--- config.mk ---
export PLATFORM = sky130hd
export DESIGN_NAME = spc_ctrl
export DESIGN_NICKNAME = d
export VERILOG_FILES = /design/src/rtl/spc_pkg.sv /design/src/rtl/spc_ctrl.sv
export SDC_FILE = /design/constraint.sdc
export NUM_CORES = 1
export LEC_CHECK = 0
export ABC_AREA = 1
export BUFFER_PORTS_ARGS = -buffer_cell sky130_fd_sc_hd__buf_2
export CAP_MARGIN = 25
export CORE_AREA = 2 2 39 41
export DETAILED_ROUTE_END_ITERATION = 7
export DIE_AREA = 0 0 41 43
export PLACE_DENSITY = 0.42
export SYNTH_ARGS = -nofsm -noshare
export SYNTH_HDL_FRONTEND = slang
export SYNTH_SLANG_ARGS = --single-unit
--- constraint.sdc ---
create_clock -name aclk -period 2.3 [get_ports aclk]
set_clock_uncertainty 0.1 [all_clocks]
set_input_delay 0.575 -clock aclk [delete_from_list [all_inputs] [get_ports aclk]]
set_output_delay 0.575 -clock aclk [all_outputs]
set_load 0.03 [all_outputs]
--- src/rtl/spc_pkg.sv ---
// shared constants, types and helpers for the segmented pixel compressor
package spc_pkg;

    // history and cost sizing
    localparam int HISTORY_DEPTH = 256;
    localparam int COST_WIDTH    = 27;
    localparam int ADDR_W        = $clog2(HISTORY_DEPTH);
    localparam int LEN_W         = $clog2(HISTORY_DEPTH + 1);

    // fixed field widths
    localparam int PIXEL_W    = 8;
    localparam int SEG_LEN_W  = 9;
    localparam int SEG_BITS_W = 4;
    localparam int MAX_SEG_W  = 9;
    localparam int HDR_W      = 8;
    localparam int CFG_IDX_W  = 2;
    localparam int CFG_DATA_W = 9;

    // derived datapath widths
    localparam int ENTRY_W = SEG_BITS_W + COST_WIDTH;
    localparam int SUM_W   = COST_WIDTH + 1;
    localparam int LIM_W   = (LEN_W + 1 > MAX_SEG_W) ? LEN_W + 1 : MAX_SEG_W;
    localparam int PROD_W  = LEN_W + SEG_BITS_W;

    localparam logic [COST_WIDTH-1:0] COST_MAX = {COST_WIDTH{1'b1}};

    // register indexes
    localparam logic [CFG_IDX_W-1:0] REG_MAX_SEGMENT = CFG_IDX_W'(0);
    localparam logic [CFG_IDX_W-1:0] REG_HEADER_BITS = CFG_IDX_W'(1);

    // register reset values
    localparam logic [MAX_SEG_W-1:0] MAX_SEG_RESET = MAX_SEG_W'(256);
    localparam logic [HDR_W-1:0]     HDR_RESET     = HDR_W'(12);

    // controller states
    typedef enum logic [1:0] {
        ST_IDLE,
        ST_SCAN,
        ST_FINISH,
        ST_WRITE
    } spc_state_t;

    // controller to datapath
    typedef struct packed {
        logic start;
        logic issue;
        logic commit;
    } ctrl_cmd_t;

    // datapath to controller
    typedef struct packed {
        logic last_issue;
        logic pipe_busy;
    } ctrl_sts_t;

    // width of a pixel value, zero counts as one bit
    function automatic logic [SEG_BITS_W-1:0] bit_length(input logic [PIXEL_W-1:0] v);
        logic [SEG_BITS_W-1:0] n;
        n = SEG_BITS_W'(1);
        for (int i = 1; i < PIXEL_W; i++) begin
            if (v[i]) begin
                n = SEG_BITS_W'(i + 1);
            end
        end
        return n;
    endfunction

endpackage

--- src/rtl/spc_ctrl.sv ---
// sequencing state machine for the segment cost scan
module spc_ctrl (
    input  logic               aclk,
    input  logic               aresetn,
    input  logic               s_valid,
    output logic               s_ready,
    output logic               m_valid,
    input  logic               m_ready,
    output spc_pkg::ctrl_cmd_t cmd,
    input  spc_pkg::ctrl_sts_t sts
);
    import spc_pkg::*;

    spc_state_t state_reg, state_next;
    logic       m_valid_reg, m_valid_next;

    // state and output-valid registers
    always_ff @(posedge aclk) begin
        if (!aresetn) begin
            state_reg   <= ST_IDLE;
            m_valid_reg <= 1'b0;
        end else begin
            state_reg   <= state_next;
            m_valid_reg <= m_valid_next;
        end
    end

    // next state and commands
    always_comb begin
        state_next   = state_reg;
        cmd          = '0;
        s_ready      = 1'b0;
        m_valid_next = m_valid_reg && !m_ready;
        case (state_reg)
            ST_IDLE: begin
                s_ready = 1'b1;
                if (s_valid) begin
                    cmd.start  = 1'b1;
                    state_next = ST_SCAN;
                end
            end
            ST_SCAN: begin
                cmd.issue = 1'b1;
                if (sts.last_issue) begin
                    state_next = ST_FINISH;
                end
            end
            ST_FINISH: begin
                if (!sts.pipe_busy) begin
                    state_next = ST_WRITE;
                end
            end
            ST_WRITE: begin
                if (!m_valid_reg || m_ready) begin
                    cmd.commit   = 1'b1;
                    m_valid_next = 1'b1;
                    state_next   = ST_IDLE;
                end
            end
            default: begin
                state_next = ST_IDLE;
            end
        endcase
    end

    assign m_valid = m_valid_reg;

`ifndef SYNTHESIS
    // a result is only loaded into a free or draining output register
    a_commit_free: assert property (@(posedge aclk) disable iff (!aresetn)
        cmd.commit |-> (!m_valid_reg || m_ready))
        else $error("result loaded over a pending word");

    // a taken word without a new load leaves the output empty
    a_drain: assert property (@(posedge aclk) disable iff (!aresetn)
        (m_valid_reg && m_ready && !cmd.commit) |=> !m_valid_reg)
        else $error("output word repeated");
`endif

endmodule

==> flow_metrics.env <==
export IMPL_cp_required_ns=1.62
export IMPL_syn_instance_count=34
export IMPL_ctsRootBufferMaster="clkbuf_4"
export IMPL_core_area_um2=1384
export IMPL_cp_arrival_ns=1.18
export IMPL_p_seq_frac=0.205
export IMPL_first_global_vias=205
export IMPL_netlist_area_um2=237.7
export IMPL_multi_input_area_um2=147.6
export IMPL_synth_seq_cells=3
export IMPL_track_usage=0.06219
export IMPL_synth_cell_type_count=13
export IMPL_finalSetupViolCount=0
export IMPL_post_cts_resized=0
export IMPL_grt_overflow=0
export IMPL_clkSinkCount=3
export IMPL_fin_nets=59
export IMPL_ant_nets=0
export IMPL_clockBufferDepth=2
export IMPL_swShare=0.4840
export IMPL_clock_latency_ns=0.23
export IMPL_max_freq_mhz=537.8
export IMPL_cts_setup_buffers=0
export IMPL_postCtsHoldBufs=0
export IMPL_cts_made_buffers=3
export IMPL_wire_per_inst_um=6.438
export IMPL_cap_violations=0
export IMPL_status="completed"
export IMPL_startpoint_type="flip-flop"
export IMPL_io_pins=11
export IMPL_criticalPathCategory="reg -> out"
export IMPL_drc=0
export IMPL_yosysSeqAreaShare=0.2526
export IMPL_die_y_um=43
export IMPL_endpoint_kind="primary output"
export IMPL_htreeDepth=1
export IMPL_crit_path_end="cmd[2]"
export IMPL_fin_crit_ns=1.859
export IMPL_worst_pin_slew_ns=0.1470
export IMPL_power_density_nw_per_um2=1312
export IMPL_place_gp_congestion=0.6178
export IMPL_dieArea_um2=1763
export IMPL_peakVddDrop_mv=0.2718
export IMPL_grt_first_pass_wirelength_um=717
export IMPL_yosys_area_top_type_share=0.2526
export IMPL_rr_startpoint="state_reg[0]"
export IMPL_fin_crit_sh=0.8084
export IMPL_yosysWarningCount=0
export IMPL_power_internal_mw=0.2261
export IMPL_seqCellArea_um2=60.06
export IMPL_place_area_um2=307.8
export IMPL_drtIter0Drc=1
export IMPL_viasPerCell=3.641
export IMPL_rsz0062_at_grt="no"
export IMPL_initial_core_util=0.1718
export IMPL_worst_r2r_path_depth=8
export IMPL_critPathLaunch="state_reg[0]"
export IMPL_p_sw_mw=0.2120
export IMPL_p_comb_frac=0.591
export IMPL_p_leak_nw=0.1921
export IMPL_wl_um=412
export IMPL_slew_viol_final=0
export IMPL_slew_limit_headroom=0.9019
export IMPL_finalSetupTns_ns=0
export IMPL_antennaDiodeCount=0
export IMPL_grt_antenna_before_repair=0
export IMPL_grt_max_degree=5
export IMPL_tritoncts="yes"
export IMPL_dp_hpwl_um=362.8
export IMPL_hold_class="reg -> reg"
export IMPL_ff2ff_setup_slack_ns=0.96
export IMPL_clk_pin_slew_worst_paths_ns=0.04
export IMPL_first_pass_iters=2
export IMPL_design_area_um2=334.1
export IMPL_avgSynthCellArea_um2=6.992
export IMPL_row_count=14
export IMPL_largest_register_ffs=2
export IMPL_via_count=233
export IMPL_fill_cells=163
export IMPL_portBuffers=10
export IMPL_yosys_top_cells_area="dfxtp_1 (25%), ha_1 (21%), inv_1 (11%)"
export IMPL_reg2reg_to="state_reg[1]"
export IMPL_cp_max_fo=4
export IMPL_worstHoldStart="m_valid"
export IMPL_whs_ns=0.3958
export IMPL_hold_viol=0
export IMPL_drive_gt1_frac=0.3958
export IMPL_fin_util=0.2414
export IMPL_die_w_um=41
export IMPL_power_frac_clock=0.205
export IMPL_synth_top_area_cell="dfxtp_1"
export IMPL_area_growth_syn_to_layout_pct=40.53
export IMPL_syn_num_nets=44
## cell type report
type                            count  area share
Tap cell                           16     0.05993
Multi-Input combinational cell     23      0.4419
Inverter                            8     0.08989
Sequential cell                     3      0.1798
Timing Repair Buffer               10      0.1498
Clock buffer                        4     0.07865
## cell usage after synthesis, drive strengths merged
master,count
nand4,1
o21ai,1
nand3,1
nand2,8
ha,4
inv,8
nor2,6
dfxtp,3
a21boi,1
a21oi,1
## how the worst min path moves through the flow
stage,cells after the start,end,slack (ns)
2_1_floorplan,2,state_reg[0],0.39
3_3_place_gp,2,m_valid,0.40
3_5_place_dp,2,m_valid,0.39
4_1_cts,2,m_valid,0.40
5_1_grt,2,m_valid,0.45
6_report,2,m_valid,0.40
## layer usage
metal	wire, um	GRT usage
met1	172	0.06410
met2	218	0.09375
met3	21	0.04712
met4	0	0.02000
met5	0	0
## critical path: stages, from the launching register on
cell and delay (ns):
dfxtp_1 0.37, inv_1 0.08, ha_1 0.24, nand2_1 0.07, inv_1 0.03, buf_2 0.16
## through the flow
| step | worst slack [ns] | std cells | power [mW] |
|---|---|---|---|
| final | 0.4407 | 64 | 0.4381 |
| after global routing | 0.3398 | 64 | 0.4895 |
| after CTS | 0.4131 | 64 | 0.4519 |
| after detailed placement | 0.6193 | 60 | 0.3561 |
| after global placement | 0.6252 | 60 | 0.3575 |
| after floorplan | 0.5415 | 34 | 0.3021 |
## logic make-up (layout without fill, tap and decap cells)
kind of cell | count (synthesis) | in the layout | share of synthesized area
AOI/OAI and AO/OA | 3 | 3 | 0.08947
adders and majority gates | 4 | 4 | 0.2105
buffers and inverters | 8 | 22 | 0.1263
DFF | 3 | 3 | 0.2526
and+or+nand+nor | 16 | 16 | 0.3211
## cells in the final DEF, fill, tap and decap left out, drive strengths merged
master	Yosys	routed
a21boi	1	1
a21oi	1	1
buf	0	10
clkbuf	0	4
dfxtp	3	3
ha	4	4
inv	8	8
nand2	8	8
nand3	1	1
nand4	1	1
nor2	6	6
o21ai	1	1
## power by group through the flow
stage | clock network, mW | registers, mW | logic (mW)
2_1_floorplan | 0 | 0.0914 | 0.211
3_3_place_gp | 0 | 0.0940 | 0.264
3_5_place_dp | 0 | 0.0918 | 0.264
4_1_cts | 0.0960 | 0.0906 | 0.265
5_1_grt | 0.105 | 0.0956 | 0.289
6_report | 0.0898 | 0.0896 | 0.259
Power figures use the tool's default switching activity.
